**config.mk**
```make
export PLATFORM = sky130hd
export DESIGN_NAME = xlb_datapath
export DESIGN_NICKNAME = d
export VERILOG_FILES = /design/src/rtl/core/xlb_pkg.sv /design/src/rtl/core/xlb_datapath.sv
export SDC_FILE = /design/constraint.sdc
export NUM_CORES = 2
export LEC_CHECK = 0
export BUFFER_PORTS_ARGS = -buffer_cell sky130_fd_sc_hd__buf_2
export CAP_MARGIN = 10
export CORE_MARGIN = 2
export CORE_UTILIZATION = 33
export DETAILED_ROUTE_END_ITERATION = 10
export MAX_ROUTING_LAYER = met4
export PLACE_DENSITY_LB_ADDON = 0.1
export RECOVER_POWER = 25
export SLEW_MARGIN = 20
export SYNTH_ARGS = -nofsm -noshare
export SYNTH_HDL_FRONTEND = slang
export SYNTH_SLANG_ARGS = --single-unit
```
**constraint.sdc**
```tcl
create_clock -name clk -period 10.05 [get_ports clk]
set_clock_uncertainty 0.2 [all_clocks]
set_input_delay 0.5025 -clock clk [delete_from_list [all_inputs] [get_ports clk]]
set_output_delay 0.5025 -clock clk [all_outputs]
set_load 0.01 [all_outputs]
```
**src/rtl/core/xlb_pkg.sv**
```systemverilog
// xlb_pkg: shared opcodes and controller/datapath interface types
// for the xor linear basis unit; no dependencies
package xlb_pkg;

    localparam int OPCODE_W  = 3;
    localparam int OPERAND_W = 64;
    localparam int RESULT_W  = 64;

    localparam logic [OPCODE_W-1:0] OP_INSERT   = 3'd0;
    localparam logic [OPCODE_W-1:0] OP_CONTAINS = 3'd1;
    localparam logic [OPCODE_W-1:0] OP_MAX      = 3'd2;
    localparam logic [OPCODE_W-1:0] OP_MIN      = 3'd3;
    localparam logic [OPCODE_W-1:0] OP_KTH      = 3'd4;
    localparam logic [OPCODE_W-1:0] OP_RANK     = 3'd5;

    // commands from controller to datapath
    typedef struct packed {
        logic load;   // capture a new item
        logic check;  // kth range check, walk setup
        logic rd;     // read the row at idx
        logic fix;    // this read belongs to the insert fix-up pass
        logic fin;    // commit state, load the result register
    } cmd_t;

    // status from datapath to controller
    typedef struct packed {
        logic x_zero;  // reduced word is zero
        logic h_top;   // leading bit of reduced word is the top row
    } sts_t;

endpackage

```
**src/rtl/core/xlb_datapath.sv**
```systemverilog
// xlb_datapath: row memory, valid bits, per-row reduce/query step and result register
// depends on xlb_pkg
module xlb_datapath #(
    parameter int WIDTH = 64,
    parameter int IW    = 6,
    parameter int CW    = 7
) (
    input  logic                          clk,
    input  logic                          rst_n,
    input  xlb_pkg::cmd_t                 cmd,
    input  logic [IW-1:0]                 idx,
    input  logic [xlb_pkg::OPCODE_W-1:0]  opcode,
    input  logic [xlb_pkg::OPERAND_W-1:0] operand,
    output xlb_pkg::sts_t                 sts,
    output logic [IW-1:0]                 h,
    output logic [xlb_pkg::RESULT_W-1:0]  result_value,
    output logic                          result_flag
);

    localparam logic [IW-1:0] TOP_IDX = IW'(WIDTH - 1);

    logic [WIDTH-1:0] mem [WIDTH];
    logic [WIDTH-1:0] rd_data_reg;

    // control state
    logic [WIDTH-1:0] valid_reg, valid_next;
    logic [CW-1:0]    count_reg, count_next;
    logic             dep_reg, dep_next;
    logic             p_en_reg, p_fix_reg;
    logic [IW-1:0]    p_idx_reg;

    // item payload
    logic [xlb_pkg::OPCODE_W-1:0]  op_reg, op_next;
    logic [WIDTH-1:0]              x_reg, x_next;
    logic [xlb_pkg::OPERAND_W-1:0] m_reg, m_next;
    logic [WIDTH-1:0]              acc_reg, acc_next;
    logic                          found_reg, found_next;
    logic [IW-1:0]                 h_reg, h_next;
    logic [IW-1:0]                 j_reg, j_next;
    logic                          kill_reg, kill_next;
    logic                          kflag_reg, kflag_next;
    logic [xlb_pkg::RESULT_W-1:0]  res_reg, res_next;
    logic                          rflag_reg, rflag_next;

    logic             we;
    logic [IW-1:0]    wa;
    logic [WIDTH-1:0] wd;
    logic             v;
    logic [WIDTH-1:0] row;
    logic [WIDTH-1:0] m_lo;
    logic [CW-1:0]    cm1;

    assign v    = valid_reg[p_idx_reg];
    assign row  = v ? rd_data_reg : '0;
    assign m_lo = m_reg[WIDTH-1:0];
    assign cm1  = count_reg - CW'(1);

    always_comb
    begin
        valid_next = valid_reg;
        count_next = count_reg;
        dep_next   = dep_reg;
        op_next    = op_reg;
        x_next     = x_reg;
        m_next     = m_reg;
        acc_next   = acc_reg;
        found_next = found_reg;
        h_next     = h_reg;
        j_next     = j_reg;
        kill_next  = kill_reg;
        kflag_next = kflag_reg;
        res_next   = res_reg;
        rflag_next = rflag_reg;
        we = 1'b0;
        wa = p_idx_reg;
        wd = rd_data_reg ^ x_reg;

        if (cmd.load)
        begin
            op_next    = opcode;
            x_next     = operand[WIDTH-1:0];
            m_next     = operand - xlb_pkg::OPERAND_W'(dep_reg);
            acc_next   = '0;
            found_next = 1'b0;
            h_next     = '0;
        end

        if (cmd.check)
        begin
            // m of zero yields zero; bits at or above the row count are out of range
            kill_next  = (m_reg == '0) || ((m_reg >> count_reg) != '0);
            kflag_next = (m_reg != '0) && ((m_reg >> count_reg) != '0);
            j_next     = (op_reg == xlb_pkg::OP_RANK) ? cm1[IW-1:0] : '0;
        end

        if (p_en_reg && p_fix_reg)
        begin
            // clear the new leading bit from higher rows
            we = v && rd_data_reg[h_reg];
        end
        else if (p_en_reg)
        begin
            case (op_reg)
                xlb_pkg::OP_INSERT, xlb_pkg::OP_CONTAINS:
                begin
                    if (x_reg[p_idx_reg] && v)
                        x_next = x_reg ^ row;
                    if (!found_reg && x_reg[p_idx_reg] && !v)
                    begin
                        found_next = 1'b1;
                        h_next     = p_idx_reg;
                    end
                end
                xlb_pkg::OP_MAX:
                    acc_next = acc_reg ^ row;
                xlb_pkg::OP_MIN:
                begin
                    if (!found_reg && v)
                    begin
                        acc_next   = row;
                        found_next = 1'b1;
                    end
                end
                xlb_pkg::OP_KTH:
                begin
                    if (v)
                    begin
                        if (m_lo[j_reg])
                            acc_next = acc_reg ^ row;
                        j_next = j_reg + IW'(1);
                    end
                end
                xlb_pkg::OP_RANK:
                begin
                    if (v)
                    begin
                        if (x_reg >= row)
                        begin
                            acc_next[j_reg] = 1'b1;
                            x_next          = x_reg ^ row;
                        end
                        j_next = j_reg - IW'(1);
                    end
                end
                default:
                    acc_next = acc_reg;
            endcase
        end

        if (cmd.fin)
        begin
            res_next   = '0;
            rflag_next = 1'b0;
            case (op_reg)
                xlb_pkg::OP_INSERT:
                begin
                    if (x_reg == '0)
                        dep_next = 1'b1;
                    else
                    begin
                        we                = 1'b1;
                        wa                = h_reg;
                        wd                = x_reg;
                        valid_next[h_reg] = 1'b1;
                        count_next        = count_reg + CW'(1);
                    end
                end
                xlb_pkg::OP_CONTAINS:
                    rflag_next = (x_reg == '0);
                xlb_pkg::OP_MAX:
                    res_next = xlb_pkg::RESULT_W'(acc_reg);
                xlb_pkg::OP_MIN:
                    res_next = dep_reg ? '0 : xlb_pkg::RESULT_W'(acc_reg);
                xlb_pkg::OP_KTH:
                begin
                    res_next   = kill_reg ? '0 : xlb_pkg::RESULT_W'(acc_reg);
                    rflag_next = kflag_reg;
                end
                xlb_pkg::OP_RANK:
                    res_next = xlb_pkg::RESULT_W'(acc_reg) + xlb_pkg::RESULT_W'(dep_reg);
                default:
                    res_next = '0;
            endcase
        end
    end

    // row store, registered read
    always_ff @(posedge clk)
    begin
        if (we)
            mem[wa] <= wd;
        if (cmd.rd)
            rd_data_reg <= mem[idx];
    end

    always_ff @(posedge clk or negedge rst_n)
    begin
        if (!rst_n)
        begin
            valid_reg <= '0;
            count_reg <= '0;
            dep_reg   <= 1'b0;
            p_en_reg  <= 1'b0;
            p_fix_reg <= 1'b0;
            p_idx_reg <= '0;
        end
        else
        begin
            valid_reg <= valid_next;
            count_reg <= count_next;
            dep_reg   <= dep_next;
            p_en_reg  <= cmd.rd;
            p_fix_reg <= cmd.fix;
            p_idx_reg <= idx;
        end
    end

    always_ff @(posedge clk)
    begin
        op_reg    <= op_next;
        x_reg     <= x_next;
        m_reg     <= m_next;
        acc_reg   <= acc_next;
        found_reg <= found_next;
        h_reg     <= h_next;
        j_reg     <= j_next;
        kill_reg  <= kill_next;
        kflag_reg <= kflag_next;
        res_reg   <= res_next;
        rflag_reg <= rflag_next;
    end

    assign sts.x_zero  = (x_reg == '0);
    assign sts.h_top   = (h_reg == TOP_IDX);
    assign h           = h_reg;
    assign result_value = res_reg;
    assign result_flag  = rflag_reg;

endmodule

```
======== Word-level counts from Yosys, hierarchy flattened ========
Memories as Yosys holds them, arrays and structs flattened. A register that Yosys moved wholly into a read port is not among the register bits.
Index checks and enable logic that the tools add are counted.
storage, ports and cells
  register bits after elaboration ......... 355
  bits in writable memories ............... 4096
  output and inout port bits .............. 73
  logic and storage cells ................. 127
  memories kept ........................... 1
memory list
  memory  words  bits a word  rd ports  clocked after Yosys merged registers in  wr ports  line                text
  mem     64     64           1         1                                        1         xlb_datapath.sv:22  logic [WIDTH-1:0] mem [WIDTH];
operators by class
  add/subtract/negate cells ............... 6
  $lt $le $gt $ge ......................... 6
  eq/ne operators ......................... 7
  shift-type cells ........................ 1
  multiplexer cells ....................... 63
  bitwise logic cells ..................... 6
  reductions and logical operators ........ 20
operators with widths
  operator                                                                      number
  64-bit two-way mux                                                            20
  64-bit case mux with 5 select lines                                           1
  64-bit case mux with 4 select lines                                           1
  64-bit XOR                                                                    3
  64-bit zero test                                                              2
  64-bit bitwise OR                                                             2
  64-bit case mux with 2 select lines                                           1
  64-bit nonzero test                                                           2
  6-bit two-way mux                                                             14
  64-bit by 1-bit adder with 64-bit output                                      1
  64-bit >= comparator                                                          1
  64-bit by 7-bit right shift with 64-bit output                                1
  64-bit by 1-bit subtractor with 64-bit output                                 1
  1-bit binary-select mux with 6-bit select                                     4
  6-bit by 7-bit less-than comparator with 1-bit output, second input constant  3
  1-bit two-way mux                                                             17
  1-bit demux with 6-bit select                                                 2
  6-bit by 1-bit >= comparator with 1-bit output, second input constant         2
  6-bit case mux with 2 select lines                                            1
  6-bit by 1-bit subtractor with 6-bit output, second input constant            2
  1-bit logical AND                                                             9
  7-bit by 1-bit adder with 7-bit output, second input constant                 1
  7-bit by 1-bit != test with 1-bit output, second input constant               1
  6-bit by 1-bit adder with 6-bit output, second input constant                 1
  11 further kinds                                                              16

======== Longest topological paths before layout ========
  word-level depth ........................ 10
  mapped depth ............................ 26

======== Worst setup path after synthesis ========
OpenSTA, ideal clock, no wires.
  path type ............................... register to register
  start ................................... reg h_reg[0], in the netlist h[0]
  end ..................................... mem mem[42][0] (enable)
  setup time .............................. 0.564 ns
  arrival ................................. 7.112 ns
  data required time ...................... 9.286 ns
  path slack .............................. 2.174 ns
  stages on the path, launching flop included .. 12
  buffers on the path ..................... 3
  period minus slack after synthesis ...... 7.876 ns
  cell sequence ........................... dfxtp_1 buf_2 buf_2 clkbuf_1 nand3b_1 o211ai_1 a22oi_1 mux4_2 o2111ai_1 nand4b_1 o32a_1 nor3_1
on the way
  longest elaborated chain between the ends .. 9
RTL lines
  element                                    line                 text
  start: declaration                         xlb_datapath.sv:38   logic [IW-1:0] h_reg, h_next;
  start signal: assignment                   xlb_datapath.sv:225  h_reg <= h_next;
  1-bit binary-select mux with 6-bit select  xlb_datapath.sv:99   we = v && rd_data_reg[h_reg];
  1-bit two-way mux (not written as such)    xlb_datapath.sv:99
  1-bit logical AND                          xlb_datapath.sv:99
  1-bit two-way mux                          xlb_datapath.sv:96   if (p_en_reg && p_fix_reg)
  1-bit two-way mux                          xlb_datapath.sv:157  if (x_reg == '0)
  1-bit two-way mux                          xlb_datapath.sv:154  case (op_reg)
  1-bit two-way mux                          xlb_datapath.sv:150  if (cmd.fin)
  1-bit two-way mux                          xlb_datapath.sv:190  if (we)
  1-bit two-way mux (not written as such)    xlb_datapath.sv:191  mem[wa] <= wd;
  end: declaration                           xlb_datapath.sv:22
Parallel ways exist; a longest one is shown, timed or not. The select of a mux whose other input is x is not followed.

======== Final worst setup path ========
  start ................................... reg x_reg[21]
  end ..................................... mem mem[17][3], data pin
on the way
  longest elaborated chain between the ends .. 4
RTL lines
  element                   line                 text
  start: declaration        xlb_datapath.sv:34   logic [WIDTH-1:0] x_reg, x_next;
  start signal: assignment  xlb_datapath.sv:221  x_reg <= x_next;
  64-bit zero test          xlb_datapath.sv:157
  64-bit two-way mux        xlb_datapath.sv:157
  64-bit two-way mux        xlb_datapath.sv:154
  64-bit two-way mux        xlb_datapath.sv:150
  named net wd[3]           xlb_datapath.sv:47   logic [WIDTH-1:0] wd;
The timed path passes the listed nets, and every way through them passes these cells.

==> impl_metrics.py <==
metrics = {
    "status": {
        "run_status": "finished, violations left",
        "failed_checks": "capacitance limit, slew limit",
    },
    "timing": {
        "timing.hold.ws_ns": 0.215,
        "slew-limit-headroom": -3.36,
        "finalSetupViolations": 0,
        "max_clock_freq_mhz": 116,
        "worst_pin_slew_ns": 6.54,
        "hold_violations": 0,
        "tns_ns": 0,
        "min_period_ns": 8.65,
        "fin_crit_sh": 0.861,
        "final_max_slew_viol_count": 2551,
        "rsz0062_at_grt": "false",
    },
    "drt": {
        "drc_errors": 0,
        "viasPerCell": 5.77,
        "antenna_left": 0,
        "firstDrtPassIters": 7,
        "routedWlPerCell_um": 39.0,
        "vias": 98700,
        "routed_wl_mm": 667,
        "drt_iter0_drc": 13600,
    },
    "grt": {
        "grt_pass1_wl_mm": 896,
        "grt_max_degree": 119,
        "antenna_found_initial": 59,
        "overflow": 0,
        "track_usage": 0.240,
        "grt_pass1_vias": 98300,
    },
    "pwr": {
        "peakVddDrop_mv": 0.162,
        "power.density_nw_per_um2": 211,
        "power.leakage_nw": 66.4,
    },
    "min_path": {
        "hp-class": "input port to flop",
        "hold_start": "idx[4]",
    },
    "setup_path": {
        "critical_path_arrival_ns": 9.17,
        "required_ns": 10.57,
        "r2r_start": "x_reg[21]",
        "start_kind": "flop",
        "r2r-end": "mem[17][3]",
        "endpoint": "mem[17][3]",
        "cp_max_fo": 64,
        "r2r_cells": 9,
        "setup.worst_path.start": "x_reg[21]",
        "end_kind": "flop",
        "ff2ff_setup_slack_ns": 1.40,
        "path_class": "flop to flop",
    },
    "synth": {
        "ys_top_cells_by_count": "4358 x edfxtp_1, 1415 x mux4_2, 367 x clkbuf_1",
        "syn_inst": 8828,
        "seq_area_frac_synth": 0.732,
        "synth_nets": 8984,
        "syn_area_um2": 184000,
        "synthFlopType": "edfxtp_1",
        "ys_top_cells_by_area": "edfxtp_1 71%, mux4_2 17%, dfrtp_1 1.1%, dfxtp_1 0.84%, clkbuf_1 0.75%",
        "synthDistinctLibCells": 92,
        "ys_seq_elements": 4515,
        "yosysWarnings": 0,
        "synthDominantCellAreaShare": 0.713,
        "yosys.area.top_type": "edfxtp_1",
        "avgSynthCellArea_um2": 20.8,
        "synth_async_sr_flop_share": 0.0177,
        "synth-edff-count": 4358,
        "yosysMostFrequentCell": "edfxtp_1",
    },
    "clocking": {
        "cts_buffer_depth": 4,
        "cts_buffers": 484,
        "clkLatencyLatePin_ns": 1.08,
        "path_clk_slew_ns": 0.06,
        "post_cts_buffers": 0,
        "htreeDepth": 5,
        "ctsResizeCount": 0,
        "clkSinkCount": 4515,
        "cts_root_buf": "clkbuf_16",
        "tritoncts": "done",
    },
    "placement": {
        "place_inst": 16100,
        "placed_area_um2": 196000,
        "io_buffers": 152,
        "dp_hpwl_mm": 370,
        "place_congestion": 0.948,
    },
    "final_layout": {
        "regMostFlops": "mem",
        "area_growth_syn_to_layout_pct": 15.4,
        "layout-drive-gt1-share": 0.268,
        "nFillCells": 49900,
        "design_area_um2": 212000,
        "largest_reg_flops": 4096,
        "final_nets": 9535,
        "final_cells": 17100,
    },
    "floorplan": {
        "io_pins": 153,
        "start_util": 0.332,
        "core_um2": 553000,
        "dieArea_um2": 562000,
        "rows": 273,
        "fp.dieH_um": 750,
        "die_width_um": 750,
    },
    "flow_run": {
        "drv_cap": 49,
    },
}
logic make-up (layout without fill, tap and decap cells):
| group | count (synthesis) | count (layout) | share of synthesized area |
|---|---|---|---|
| AOI/OAI and AO/OA | 752 | 752 | 0.0284 |
| xor gates and xnor gates | 164 | 164 | 0.00782 |
| adders and majority gates | 77 | 77 | 0.00523 |
| buffers and inverters | 608 | 1583 | 0.0131 |
| DFF | 4515 | 4515 | 0.732 |
| muxes | 1580 | 1580 | 0.183 |
| other | 0 | 18 | 0 |
| and+or+nand+nor | 1132 | 1132 | 0.0306 |
critical path, cell delays in order (launching register included):
cell and delay, ns:
dfxtp_1 0.49, nor4_1 0.59, nand4_1 0.42, nor4_1 0.42, clkbuf_1 0.62, nand2b_1 1.96
clkbuf_1 2.00, nand2_1 0.31, xnor2_2 0.40, buf_4 0.57
worst min path at each step:
stage | end | depth (start not counted)
2_1_floorplan | count_reg[0] | 0
3_3_place_gp | count_reg[2] | 1
3_5_place_dp | count_reg[4] | 1
4_1_cts | kill_reg | 2
5_1_grt | rd_data_reg[20] | 3
6_report | rd_data_reg[48] | 3
final cells by class:
| class | instances | area, um^2 | area share |
|---|---|---|---|
| flip-flops and latches | 4515 | 134000 | 0.634 |
| repair buffers | 590 | 5150 | 0.0243 |
| inverters | 83 | 312 | 0.00147 |
| well taps | 7287 | 9120 | 0.0430 |
| clock buffers | 609 | 12700 | 0.0601 |
| clock inverters | 301 | 2440 | 0.0115 |
| multi-input cells | 3705 | 47700 | 0.225 |
| diodes | 18 | 45.0 | 0.000213 |
placed cells by master, fill, tap and decap left out, drive strengths merged, types with 18 or more instances in the layout:
cell type and instances:
o21ai 111, dfrtp 80, nor2 211, o211ai 31
nand2 319, xnor2 97, a21o 52, nand2b 22
nand4 45, diode 18, a211oi 33, mux4 1415
and2 24, dlygate4sd3 111, nand3 80, bufinv 29
a31oi 31, inv 96, edfxtp 4358, a21oi 117
nor4 71, nor2b 63, mux2i 136, and3 50
o22ai 88, dfxtp 77, a22oi 46, ha 76
buf 354, a32oi 21, clkinv 245, clkbuf 734
xor2 67, a21boi 21, mux2 29, o21bai 19
nor3 145, or3 31
timing repair:
action                                  CTS  global route
hold endpoints to repair                364            18
hold buffers                            110             1
endpoints found under the setup margin    0             0
report_power, final:
group          internal (W)  switching (W)
clock               0.00969        0.00766
combinational       0.00147        0.00324
sequential           0.0221       0.000472
routing by layer:
layer / track usage / vias up / share of wire
met3: 0.0319 / 866 / 0.067
met2: 0.372 / 4194 / 0.47
met5: - / - / 0
li1: - / 38600 / -
met1: 0.342 / 55100 / 0.44
met4: 0.0502 / 0 / 0.024
through the flow:
step | worst slack (ns) | power [W] | util
floorplan | 2.17 | 0.0255 | -
global placement | 2.33 | 0.0274 | 0.354
detailed placement | 2.66 | 0.0276 | 0.354
CTS | 2.63 | 0.0449 | 0.384
global route | 1.12 | 0.0460 | 0.383
finish | 1.40 | 0.0446 | 0.383
Note: power is estimated with default switching activity, not from simulation.
