**src/rtl/core/xlb_pkg.sv**
```systemverilog
// xlb_pkg: shared opcodes and controller/datapath interface types
// for the xor linear basis unit; no dependencies
package xlb_pkg;

    localparam int OPCODE_W  = 3;
    localparam int OPERAND_W = 64;
    localparam int RESULT_W  = 64;

    localparam logic [OPCODE_W-1:0] OP_INSERT   = 3'd0;
    localparam logic [OPCODE_W-1:0] OP_CONTAINS = 3'd1;
    localparam logic [OPCODE_W-1:0] OP_MAX      = 3'd2;
    localparam logic [OPCODE_W-1:0] OP_MIN      = 3'd3;
    localparam logic [OPCODE_W-1:0] OP_KTH      = 3'd4;
    localparam logic [OPCODE_W-1:0] OP_RANK     = 3'd5;

    // commands from controller to datapath
    typedef struct packed {
        logic load;   // capture a new item
        logic check;  // kth range check, walk setup
        logic rd;     // read the row at idx
        logic fix;    // this read belongs to the insert fix-up pass
        logic fin;    // commit state, load the result register
    } cmd_t;

    // status from datapath to controller
    typedef struct packed {
        logic x_zero;  // reduced word is zero
        logic h_top;   // leading bit of reduced word is the top row
    } sts_t;

endpackage

```
**src/rtl/core/xlb_ctrl.sv**
```systemverilog
// xlb_ctrl: sequencer that walks the basis rows for each item
// depends on xlb_pkg
module xlb_ctrl #(
    parameter int WIDTH = 64,
    parameter int IW    = 6
) (
    input  logic                          clk,
    input  logic                          rst_n,
    input  logic                          in_valid,
    output logic                          in_ready,
    input  logic [xlb_pkg::OPCODE_W-1:0]  opcode,
    output logic                          out_valid,
    input  logic                          out_ready,
    input  xlb_pkg::sts_t                 sts,
    input  logic [IW-1:0]                 h,
    output xlb_pkg::cmd_t                 cmd,
    output logic [IW-1:0]                 idx
);

    typedef enum logic [2:0] {
        S_IDLE, S_CHECK, S_WALK, S_DRAIN, S_DECIDE, S_FIX, S_FDRAIN, S_FIN
    } state_t;

    localparam logic [IW-1:0] TOP_IDX = IW'(WIDTH - 1);

    state_t                         state_reg, state_next;
    logic [IW-1:0]                  idx_reg, idx_next;
    logic [xlb_pkg::OPCODE_W-1:0]   op_reg, op_next;
    logic                           full_reg, full_next;
    logic                           desc;

    assign desc = (op_reg == xlb_pkg::OP_INSERT) || (op_reg == xlb_pkg::OP_CONTAINS)
               || (op_reg == xlb_pkg::OP_RANK);

    always_comb
    begin
        state_next = state_reg;
        idx_next   = idx_reg;
        op_next    = op_reg;
        full_next  = full_reg && !out_ready;
        cmd        = '0;
        case (state_reg)
            S_IDLE:
            begin
                if (in_valid)
                begin
                    cmd.load   = 1'b1;
                    op_next    = opcode;
                    state_next = S_CHECK;
                end
            end
            S_CHECK:
            begin
                cmd.check  = 1'b1;
                idx_next   = desc ? TOP_IDX : '0;
                state_next = S_WALK;
            end
            S_WALK:
            begin
                cmd.rd = 1'b1;
                if (desc ? (idx_reg == '0) : (idx_reg == TOP_IDX))
                    state_next = S_DRAIN;
                else if (desc)
                    idx_next = idx_reg - IW'(1);
                else
                    idx_next = idx_reg + IW'(1);
            end
            S_DRAIN:
                state_next = S_DECIDE;
            S_DECIDE:
            begin
                if (op_reg == xlb_pkg::OP_INSERT && !sts.x_zero && !sts.h_top)
                begin
                    idx_next   = h + IW'(1);
                    state_next = S_FIX;
                end
                else
                    state_next = S_FIN;
            end
            S_FIX:
            begin
                cmd.rd  = 1'b1;
                cmd.fix = 1'b1;
                if (idx_reg == TOP_IDX)
                    state_next = S_FDRAIN;
                else
                    idx_next = idx_reg + IW'(1);
            end
            S_FDRAIN:
                state_next = S_FIN;
            S_FIN:
            begin
                if (!full_reg || out_ready)
                begin
                    cmd.fin    = 1'b1;
                    full_next  = 1'b1;
                    state_next = S_IDLE;
                end
            end
            default:
                state_next = S_IDLE;
        endcase
    end

    always_ff @(posedge clk or negedge rst_n)
    begin
        if (!rst_n)
        begin
            state_reg <= S_IDLE;
            idx_reg   <= '0;
            op_reg    <= '0;
            full_reg  <= 1'b0;
        end
        else
        begin
            state_reg <= state_next;
            idx_reg   <= idx_next;
            op_reg    <= op_next;
            full_reg  <= full_next;
        end
    end

    assign in_ready  = (state_reg == S_IDLE);
    assign out_valid = full_reg;
    assign idx       = idx_reg;

endmodule

```
**config.mk**
```make
export PLATFORM = sky130hd
export DESIGN_NAME = xlb_ctrl
export DESIGN_NICKNAME = d
export VERILOG_FILES = /design/src/rtl/core/xlb_pkg.sv /design/src/rtl/core/xlb_ctrl.sv
export SDC_FILE = /design/constraint.sdc
export NUM_CORES = 1
export LEC_CHECK = 0
export BUFFER_PORTS_ARGS = -buffer_cell sky130_fd_sc_hd__buf_2
export CORE_ASPECT_RATIO = 0.75
export CORE_MARGIN = 2
export CORE_UTILIZATION = 30
export CTS_BUF_LIST = sky130_fd_sc_hd__clkbuf_8
export DETAILED_ROUTE_END_ITERATION = 10
export GPL_ROUTABILITY_DRIVEN = 0
export GPL_TIMING_DRIVEN = 0
export SYNTH_ARGS = -nofsm -noshare
export SYNTH_HDL_FRONTEND = slang
export SYNTH_SLANG_ARGS = --single-unit
```
**constraint.sdc**
```tcl
create_clock -name clk -period 2.93 [get_ports clk]
set_input_delay 0.4395 -clock clk [delete_from_list [all_inputs] [get_ports clk]]
set_output_delay 0.4395 -clock clk [all_outputs]
set_load 0.1 [all_outputs]
```
# Yosys cells after proc, flatten, opt, wreduce, memory -nomap -nowiden

Cells that the tools add are included.

Register bits after elaboration: 13
Input port bits: 15
Output and inout port bits: 13
Word-level logic and storage cells: 64

$add $sub $neg: 3
Equal/unequal tests: 17
Mux-type cells: 22
Reductions and logical operators: 18

Operator list:

| cell                                                                | count |
|---|---|
| 6-bit 2-to-1 mux                                                    | 5 |
| 3-bit case mux with 8 select lines                                  | 1 |
| 6-bit case mux with 4 select lines                                  | 1 |
| 3-bit == test (second input constant)                               | 5 |
| 2-bit inequality test (second input constant)                       | 7 |
| 6-bit by 1-bit adder with 6-bit output (second input constant)      | 2 |
| 3-bit 2-to-1 mux                                                    | 4 |
| 1-bit 2-to-1 mux                                                    | 10 |
| 4-bit AND reduction                                                 | 2 |
| 3-bit by 1-bit == test with 1-bit output (second input constant)    | 2 |
| 3-bit by 2-bit == test with 1-bit output (second input constant)    | 2 |
| 6-bit == test (second input constant)                               | 1 |
| 3-bit zero test                                                     | 2 |
| 6-bit zero test                                                     | 1 |
| 6-bit by 1-bit subtractor with 6-bit output (second input constant) | 1 |
| 1-bit zero test                                                     | 4 |
| 4-bit nonzero test                                                  | 1 |
| 1-bit logical AND                                                   | 3 |
| 1-bit logical OR                                                    | 3 |
| 2-bit 2-to-1 mux                                                    | 1 |
| 2-bit AND reduction                                                 | 1 |
| 2-bit OR reduction                                                  | 1 |

# Depth between registers and ports, before layout

Gate-level depths: netlist of the first run.

Depth in word-level cells: 6
Depth in mapped cells: 7

# Worst setup path before layout of the first run

OpenSTA, ideal clock, no wires.

Kind: register to register
Start: reg state_reg[1]
End: reg op_reg[0] (netlist name)
Setup time: 126 ps
Arrival: 4258 ps
Path slack: -1454 ps
Stages on the path, launching flop included: 6
Buffers on the path: 2
Cell sequence: dfrtp_1 > clkbuf_1 > nor3_1 > and2_1 > clkbuf_1 > mux2_2

Cells in the longest elaborated chain, start to end: 2

RTL lines:

| what                                 | line            | text |
|---|---|---|
| from (decl)                          | xlb_ctrl.sv:26  | `state_t state_reg, state_next;` |
| from (signal assigned)               | xlb_ctrl.sv:116 | `state_reg <= state_next;` |
| 3-bit zero test                      | --              |  |
| via in_ready                         | xlb_ctrl.sv:10  | `output logic in_ready,` |
| 2-bit AND reduction (no source line) | --              |  |
| to (signal assigned)                 | xlb_ctrl.sv:118 | `op_reg <= op_next;` |
| to (decl)                            | xlb_ctrl.sv:28  | `logic [xlb_pkg::OPCODE_W-1:0] op_reg, op_next;` |

The timed path passes the listed nets, and every way through them passes these cells.
A chain may end at the register's enable or synchronous reset.

==> results of run 1 <==
-- cell type report --
cell class	instances	area (um2)	share of cell area, %
plain buffers	12	66.3	4.50
clock buffers	3	41.3	2.80
clock inverters	1	3.75	0.255
inverters	8	30.0	2.04
multi-input cells	116	806	54.7
flip-flops and latches	13	325	22.1
well taps	52	65.1	4.42
repair buffers	27	135	9.18
-- routing by layer --
layer / track usage (%) / vias up
li1: - / 617
met1: 24.0 / 572
met2: 22.7 / 61
met3: 3.20 / 6
met4: 5.87 / 0
met5: 0 / -
-- synth_stat cells (3+ instances only) --
library cell                count
sky130_fd_sc_hd__nor2_1        13
sky130_fd_sc_hd__a22oi_1        4
sky130_fd_sc_hd__dfrtp_1       13
sky130_fd_sc_hd__nor2b_1        3
sky130_fd_sc_hd__o2bb2ai_1      3
sky130_fd_sc_hd__a21oi_1        3
sky130_fd_sc_hd__xnor2_1        3
sky130_fd_sc_hd__inv_1          8
sky130_fd_sc_hd__nand2b_1       3
sky130_fd_sc_hd__nor4_1         3
sky130_fd_sc_hd__nor3_1         6
sky130_fd_sc_hd__clkbuf_1       6
sky130_fd_sc_hd__ha_1           3
sky130_fd_sc_hd__xor2_1         3
sky130_fd_sc_hd__nand3_1        9
sky130_fd_sc_hd__nand2_1       14
sky130_fd_sc_hd__mux2_2         3
sky130_fd_sc_hd__o21ai_0        3
sky130_fd_sc_hd__o22ai_1        4
-- power by group --
| part | switching, W | leakage, nW | internal, W |
|---|---|---|---|
| Clock | 0.0000715 | 0.0269 | 0.0000928 |
| Combinational | 0.0000121 | 0.503 | 0.0000105 |
| Sequential | 0.0000000000000000000270 | 0.156 | 0.000180 |
| Total | 0.0000837 | 0.686 | 0.000283 |
-- per-stage QoR --
| stage | instances | setup WS [ns] | instance area (um2) | utilization, % |
|---|---|---|---|---|
| after floorplan | 149 | -0.00343 | 1230 | - |
| after global placement | 228 | 0.416 | 1430 | 37.8 |
| after detailed placement | 228 | 0.455 | 1430 | 37.8 |
| after CTS | 232 | 0.174 | 1470 | 39.0 |
| after global routing | 232 | 0.0468 | 1470 | 39.0 |
| final | 232 | 0.142 | 1470 | 39.0 |
-- kinds of logic after synthesis --
group	after synthesis	share of synthesized area, %
xor gates and xnor gates	6	4.33
muxes	6	5.66
buffers and inverters	20	7.83
adders and majority gates	3	3.09
DFF	13	26.8
AOI/OAI and AO/OA	40	26.8
and+or+nand+nor	61	25.5
-- how the worst max path moves through the flow --
stage                  end  slack (ns)    startpoint
floorplan           cmd[0]      -0.003  state_reg[2]
global placement    cmd[0]        0.42  state_reg[2]
detailed placement  cmd[0]        0.46  state_reg[2]
CTS                 cmd[0]        0.17  state_reg[2]
global route        cmd[0]        0.05  state_reg[2]
finish              cmd[0]        0.14  state_reg[2]
-- worst max-delay path: stages, from the launching register on --
cell and delay (ns):
sky130_fd_sc_hd__dfrtp_1 0.48, sky130_fd_sc_hd__clkbuf_1 0.41, sky130_fd_sc_hd__buf_1 0.41, sky130_fd_sc_hd__nand3_1 0.16, sky130_fd_sc_hd__nor2b_1 0.18, sky130_fd_sc_hd__buf_2 0.45
-- cells in the final DEF, fill, tap and decap left out, types with 2 or more instances in the layout --
| cell | synthesis | routed |
|---|---|---|
| sky130_fd_sc_hd__buf_2 | 1 | 28 |
| sky130_fd_sc_hd__nand2_1 | 14 | 14 |
| sky130_fd_sc_hd__nor2_1 | 13 | 13 |
| sky130_fd_sc_hd__dfrtp_1 | 13 | 13 |
| sky130_fd_sc_hd__inv_1 | 8 | 9 |
| sky130_fd_sc_hd__nand3_1 | 9 | 9 |
| sky130_fd_sc_hd__clkbuf_1 | 6 | 5 |
| sky130_fd_sc_hd__nor3_1 | 6 | 5 |
| sky130_fd_sc_hd__a22oi_1 | 4 | 4 |
| sky130_fd_sc_hd__o22ai_1 | 4 | 4 |
| sky130_fd_sc_hd__nor2b_1 | 3 | 3 |
| sky130_fd_sc_hd__nand2b_1 | 3 | 3 |
| sky130_fd_sc_hd__nor4_1 | 3 | 3 |
| sky130_fd_sc_hd__o2bb2ai_1 | 3 | 3 |
| sky130_fd_sc_hd__xor2_1 | 3 | 3 |
| sky130_fd_sc_hd__a21oi_1 | 3 | 3 |
| sky130_fd_sc_hd__xnor2_1 | 3 | 3 |
| sky130_fd_sc_hd__o21ai_0 | 3 | 3 |
| sky130_fd_sc_hd__mux2_2 | 3 | 3 |
| sky130_fd_sc_hd__ha_1 | 3 | 3 |
| sky130_fd_sc_hd__clkbuf_8 | 0 | 3 |
| sky130_fd_sc_hd__buf_1 | 2 | 2 |
| sky130_fd_sc_hd__buf_6 | 2 | 2 |
| sky130_fd_sc_hd__a221o_2 | 2 | 2 |
| sky130_fd_sc_hd__mux2i_1 | 2 | 2 |
| sky130_fd_sc_hd__o211ai_1 | 2 | 2 |
| sky130_fd_sc_hd__o311a_1 | 2 | 2 |
| sky130_fd_sc_hd__a311o_1 | 2 | 2 |
| sky130_fd_sc_hd__or3_1 | 2 | 2 |
==> flow_metrics.py, run 1 <==
metrics = {
    "clock_network": {
        "clock_latency_ns": 0.25,
        "clockRootBuffer": "sky130_fd_sc_hd__clkbuf_8",
        "clock_path_buffers": 2,
        "htreeDepth": 1,
        "cts_resized": 0,
        "cts_tree": "done",
        "tritoncts_num_sinks": 13,
        "holdBufCountCts": 0,
        "cts-buffers-inserted": 3,
        "postCtsSetupBuffers": 0,
        "cts.clk_slew.worst_paths_ns": 0.06,
    },
    "global_routing": {
        "global_route_wire_length_before_repair_um": 5780,
        "grt_pass1_vias": 1164,
        "grt_util_all_layers_pct": 16.0,
        "grt_max_degree": 14,
        "gr-total-overflow": 0,
        "initial_antenna_violation_count": 0,
    },
    "critical_path": {
        "rr_startpoint": "state_reg[0]",
        "timing.reg2reg.worst_path_depth": 7,
        "worst-setup-path-type": "flip-flop to primary output",
        "cp.required_ns": 2.49,
        "regToRegEndpoint": "idx[0]",
        "worstSetupStartpointType": "flip-flop",
        "critPathCaptureType": "primary output",
        "worst-r2r-setup-slack_ns": 0.73,
        "cp_data_arrival_time_ns": 2.35,
        "critical_path_peak_fanout": 10,
    },
    "floorplanning": {
        "initial_utilization_pct": 32.1,
        "die_area_um2": 4580,
        "io-pin-count": 28,
        "core_ar_um2": 3780,
        "die_height_um": 59.1,
        "die_width_um": 77.5,
        "floorplan.rows": 19,
    },
    "route": {
        "m1WireLength_um": 1720,
        "highest-signal-layer": "met4",
        "met2_length_um": 1360,
        "route.met3.wl_um": 323,
        "routed_wirelength_um": 3440,
        "antenna_left": 0,
        "drtIter0Drc": 146,
        "drt-wirelength-per-cell_um": 14.8,
        "route.detailed.vias_per_inst": 5.41,
        "first_pass_iters": 5,
        "detailed_route_via_count": 1256,
        "drc_errors": 0,
    },
    "run_status": {
        "outcome": "finished, final reports clean",
    },
    "synth": {
        "synth.distinct_cells": 53,
        "synth_area_leaders": "sky130_fd_sc_hd__dfrtp_1 27%, sky130_fd_sc_hd__nand2_1 4.3%, sky130_fd_sc_hd__nor2_1 4.0%",
        "synth.ff_latch_count": 13,
        "postSynthAreaPerCell_um2": 8.15,
        "mappedNetlistNets": 167,
        "async_flop_share_pct": 100,
        "ys_seq_area_share_pct": 26.8,
        "synth.yosys.warnings": 0,
        "netlist_area_um2": 1210,
        "syn-instance-count": 149,
        "area_share_of_the_largest_cell_type_after_synthesis_pct": 26.8,
        "synth_ff_type": "sky130_fd_sc_hd__dfrtp_1",
        "synth-edff-count": 0,
        "yosys.area.top_type": "sky130_fd_sc_hd__dfrtp_1",
    },
    "cells_and_area": {
        "largest_reg_flops": 6,
        "areaGrowthSynthToFinish_pct": 21.2,
        "insertedDiodeCount": 0,
        "design.final.nets": 199,
        "layout.filler_cells": 395,
        "post_route_cells_drive_above_1_share_pct": 25.6,
    },
    "sta": {
        "achievable-frequency_mhz": 359,
        "setup_viol": 0,
        "setup_total_negative_slack_ns": 0,
        "tightestPinTransition_ns": 0.518,
        "final_period_minus_worst_setup_slack_ns": 2.79,
        "grt_setup_unrepaired": "false",
        "skew_ns": 0.00449,
        "final_hold_viol_count": 0,
        "worst_slew_margin_rel_pct": 65.1,
        "post-route-period-util_pct": 95.1,
        "slew_viol_final": 0,
        "whs_ns": 0.0770,
    },
    "min_path": {
        "holdCritPathClass": "input port to async pin",
    },
    "run": {
        "cap_viol_max_count": 0,
    },
    "power_and_ir_drop": {
        "finalPower_w": 0.000366,
        "static-leakage-power_nw": 0.686,
        "power.density_nw_per_um2": 249,
        "max-vdd-ir-drop_uv": 111,
    },
    "placed_design": {
        "detailed_place_hpwl_um": 2650,
        "port_buffers": 27,
    },
}
(Power assumes the default switching activity.)
==> run 2, diff against run 1 <==
==> constraint.sdc (replaced) <==
create_clock -name clk -period 2.93 [get_ports clk]
set_input_delay 0.293 -clock clk [delete_from_list [all_inputs] [get_ports clk]]
set_output_delay 0.293 -clock clk [all_outputs]
set_load 0.1 [all_outputs]
==> run 2 against run 1 <==
- die area stayed put
- setup slack better by 0.15 ns
- register-to-register slack worse by 0.02 ns
- critical endpoint unchanged
- largest power group unchanged
==> flow_metrics.py, run 2 (synthesis gave the netlist of run 1 again) <==
metrics = {
    "route": {
        "detailed_route_via_count": 1264,
        "route.detailed.vias_per_inst": 5.42,
        "drt-wirelength-per-cell_um": 15.1,
        "drc_errors": 0,
        "antenna_left": 0,
        "first_pass_iters": 4,
        "routed_wirelength_um": 3510,
        "drtIter0Drc": 174,
    },
    "cells_and_area": {
        "areaGrowthSynthToFinish_pct": 22.0,
        "largest_reg_flops": 6,
        "post_route_cells_drive_above_1_share_pct": 25.4,
        "design.final.nets": 200,
        "insertedDiodeCount": 0,
        "layout.filler_cells": 394,
        "final_cell_mix": "28 x sky130_fd_sc_hd__buf_2, 14 x sky130_fd_sc_hd__nand2_1, 13 x sky130_fd_sc_hd__nor2_1, 13 x sky130_fd_sc_hd__dfrtp_1",
        "final_design_area_no_fill_um2": 1480,
        "layout_commonest_cell": "sky130_fd_sc_hd__buf_2",
    },
    "floorplanning": {
        "floorplan.rows": 19,
        "die_area_um2": 4580,
        "die_height_um": 59.1,
        "die_width_um": 77.5,
        "initial_utilization_pct": 32.1,
        "io-pin-count": 28,
        "core_ar_um2": 3780,
    },
    "sta": {
        "post-route-period-util_pct": 90.0,
        "setup_viol": 0,
        "final_period_minus_worst_setup_slack_ns": 2.64,
        "slew_viol_final": 0,
        "achievable-frequency_mhz": 379,
        "final_hold_viol_count": 0,
        "skew_ns": 0.00582,
        "setup_total_negative_slack_ns": 0,
        "worst_slew_margin_rel_pct": 65.1,
        "tightestPinTransition_ns": 0.524,
        "final_ws_setup_ns": 0.292,
        "grt_setup_unrepaired": "false",
    },
    "placed_design": {
        "dp_worst_setup_slack_ns": 0.602,
        "detailed_place_hpwl_um": 2650,
        "detailed_place.area_um2": 1430,
        "port_buffers": 27,
    },
    "min_path": {
        "min-delay-start": "opcode[0]",
        "holdCritPathClass": "input port to flip-flop",
        "worst_hold_path.num_cells": 2,
        "timing.hold.worst_endpoint": "op_reg[0]",
    },
    "global_routing": {
        "grt_max_degree": 14,
        "global_route_wire_length_before_repair_um": 5810,
        "grt_util_all_layers_pct": 16.1,
        "gr-total-overflow": 0,
        "initial_antenna_violation_count": 0,
        "grt_pass1_vias": 1174,
    },
    "run_status": {
        "outcome": "finished, final reports clean",
    },
    "critical_path": {
        "cp.required_ns": 2.64,
        "rr_startpoint": "idx[0]",
        "timing.reg2reg.worst_path_depth": 7,
        "critical_path_peak_fanout": 10,
        "worst-r2r-setup-slack_ns": 0.71,
        "cp_data_arrival_time_ns": 2.35,
        "critPathCaptureType": "primary output",
        "worstSetupStartpointType": "flip-flop",
        "worst-setup-path-type": "flip-flop to primary output",
        "regToRegEndpoint": "idx[0]",
    },
    "clock_network": {
        "clock_path_buffers": 2,
        "htreeDepth": 1,
        "cts_resized": 0,
        "clockRootBuffer": "sky130_fd_sc_hd__clkbuf_8",
        "cts.clk_slew.worst_paths_ns": 0.06,
        "cts-buffers-inserted": 3,
        "cts_tree": "done",
        "tritoncts_num_sinks": 13,
        "postCtsSetupBuffers": 0,
        "clock_latency_ns": 0.25,
    },
    "power_and_ir_drop": {
        "power.density_nw_per_um2": 249,
        "static-leakage-power_nw": 0.690,
        "max-vdd-ir-drop_uv": 114,
    },
    "run": {
        "cap_viol_max_count": 0,
    },
}
[run 2: changes by cell type in the layout (fill, tap and decap cells not counted), sizes merged]
cell | previous run | this run
dlygate4sd3 | 0 | 1
[run 2: layout make-up]
cell class                      instances  area [um2]  share of cell area, %
Multi-Input combinational cell        116         806                   54.3
Tap cell                               52        65.1                   4.39
Clock buffer                            3        41.3                   2.78
Clock inverter                          1        3.75                  0.253
Timing Repair Buffer                   28         145                   9.79
Buffer                                 12        66.3                   4.47
Inverter                                8        30.0                   2.03
Sequential cell                        13         325                   21.9
[run 2: timing repair]
| action | 4_1_cts | 5_1_grt |
|---|---|---|
| endpoints found under the setup margin | 0 | 0 |
| endpoints found under the hold margin | 13 | 0 |
| hold buffers | 1 | 0 |
[run 2: critical path, stage by stage, from the launching register on]
cell and delay (ns):
sky130_fd_sc_hd__dfrtp_1 0.49, sky130_fd_sc_hd__clkbuf_1 0.39, sky130_fd_sc_hd__buf_1 0.42, sky130_fd_sc_hd__nand3_1 0.16, sky130_fd_sc_hd__nor2b_1 0.18, sky130_fd_sc_hd__buf_2 0.45
[run 2: per-stage QoR]
stage / hold WS (ns) / std cells / total power (W) / utilization [%]
finish: 0.276 / 233 / 0.000370 / 39.2
global route: 0.275 / 233 / 0.000387 / 39.2
CTS: 0.279 / 233 / 0.000370 / 39.2
detailed placement: 0.206 / 228 / 0.000206 / 37.8
global placement: 0.206 / 228 / 0.000205 / 37.8
floorplan: -0.00259 / 149 / 0.000189 / -
[run 2: how the worst max path moves through the flow]
stage,start,end,slack (ns),cells after the start
6_report,state_reg[2],cmd[0],0.29,5
4_1_cts,state_reg[2],cmd[0],0.32,5
3_5_place_dp,state_reg[2],cmd[0],0.60,5
5_1_grt,state_reg[2],cmd[0],0.19,5
2_1_floorplan,state_reg[2],cmd[0],0.14,4
3_3_place_gp,state_reg[2],cmd[0],0.56,5
[run 2: where the power goes]
part           total [W]  internal (W)             switching (W)  leakage, nW
clock network   0.000167     0.0000929                 0.0000738       0.0269
logic          0.0000235     0.0000113                 0.0000122        0.507
registers       0.000180      0.000180  0.0000000000000000000266        0.156
[run 2: per-layer routing]
metal | global-route usage [%] | up-vias | routed length, um | share of wire (%)
met1 | 24.0 | 560 | 1670 | 48
met4 | 5.87 | 0 | 61 | 1.7
li1 | - | 622 | - | -
met3 | 3.20 | 6 | 384 | 11
met2 | 23.0 | 76 | 1390 | 40
met5 | 0 | - | 0 | 0
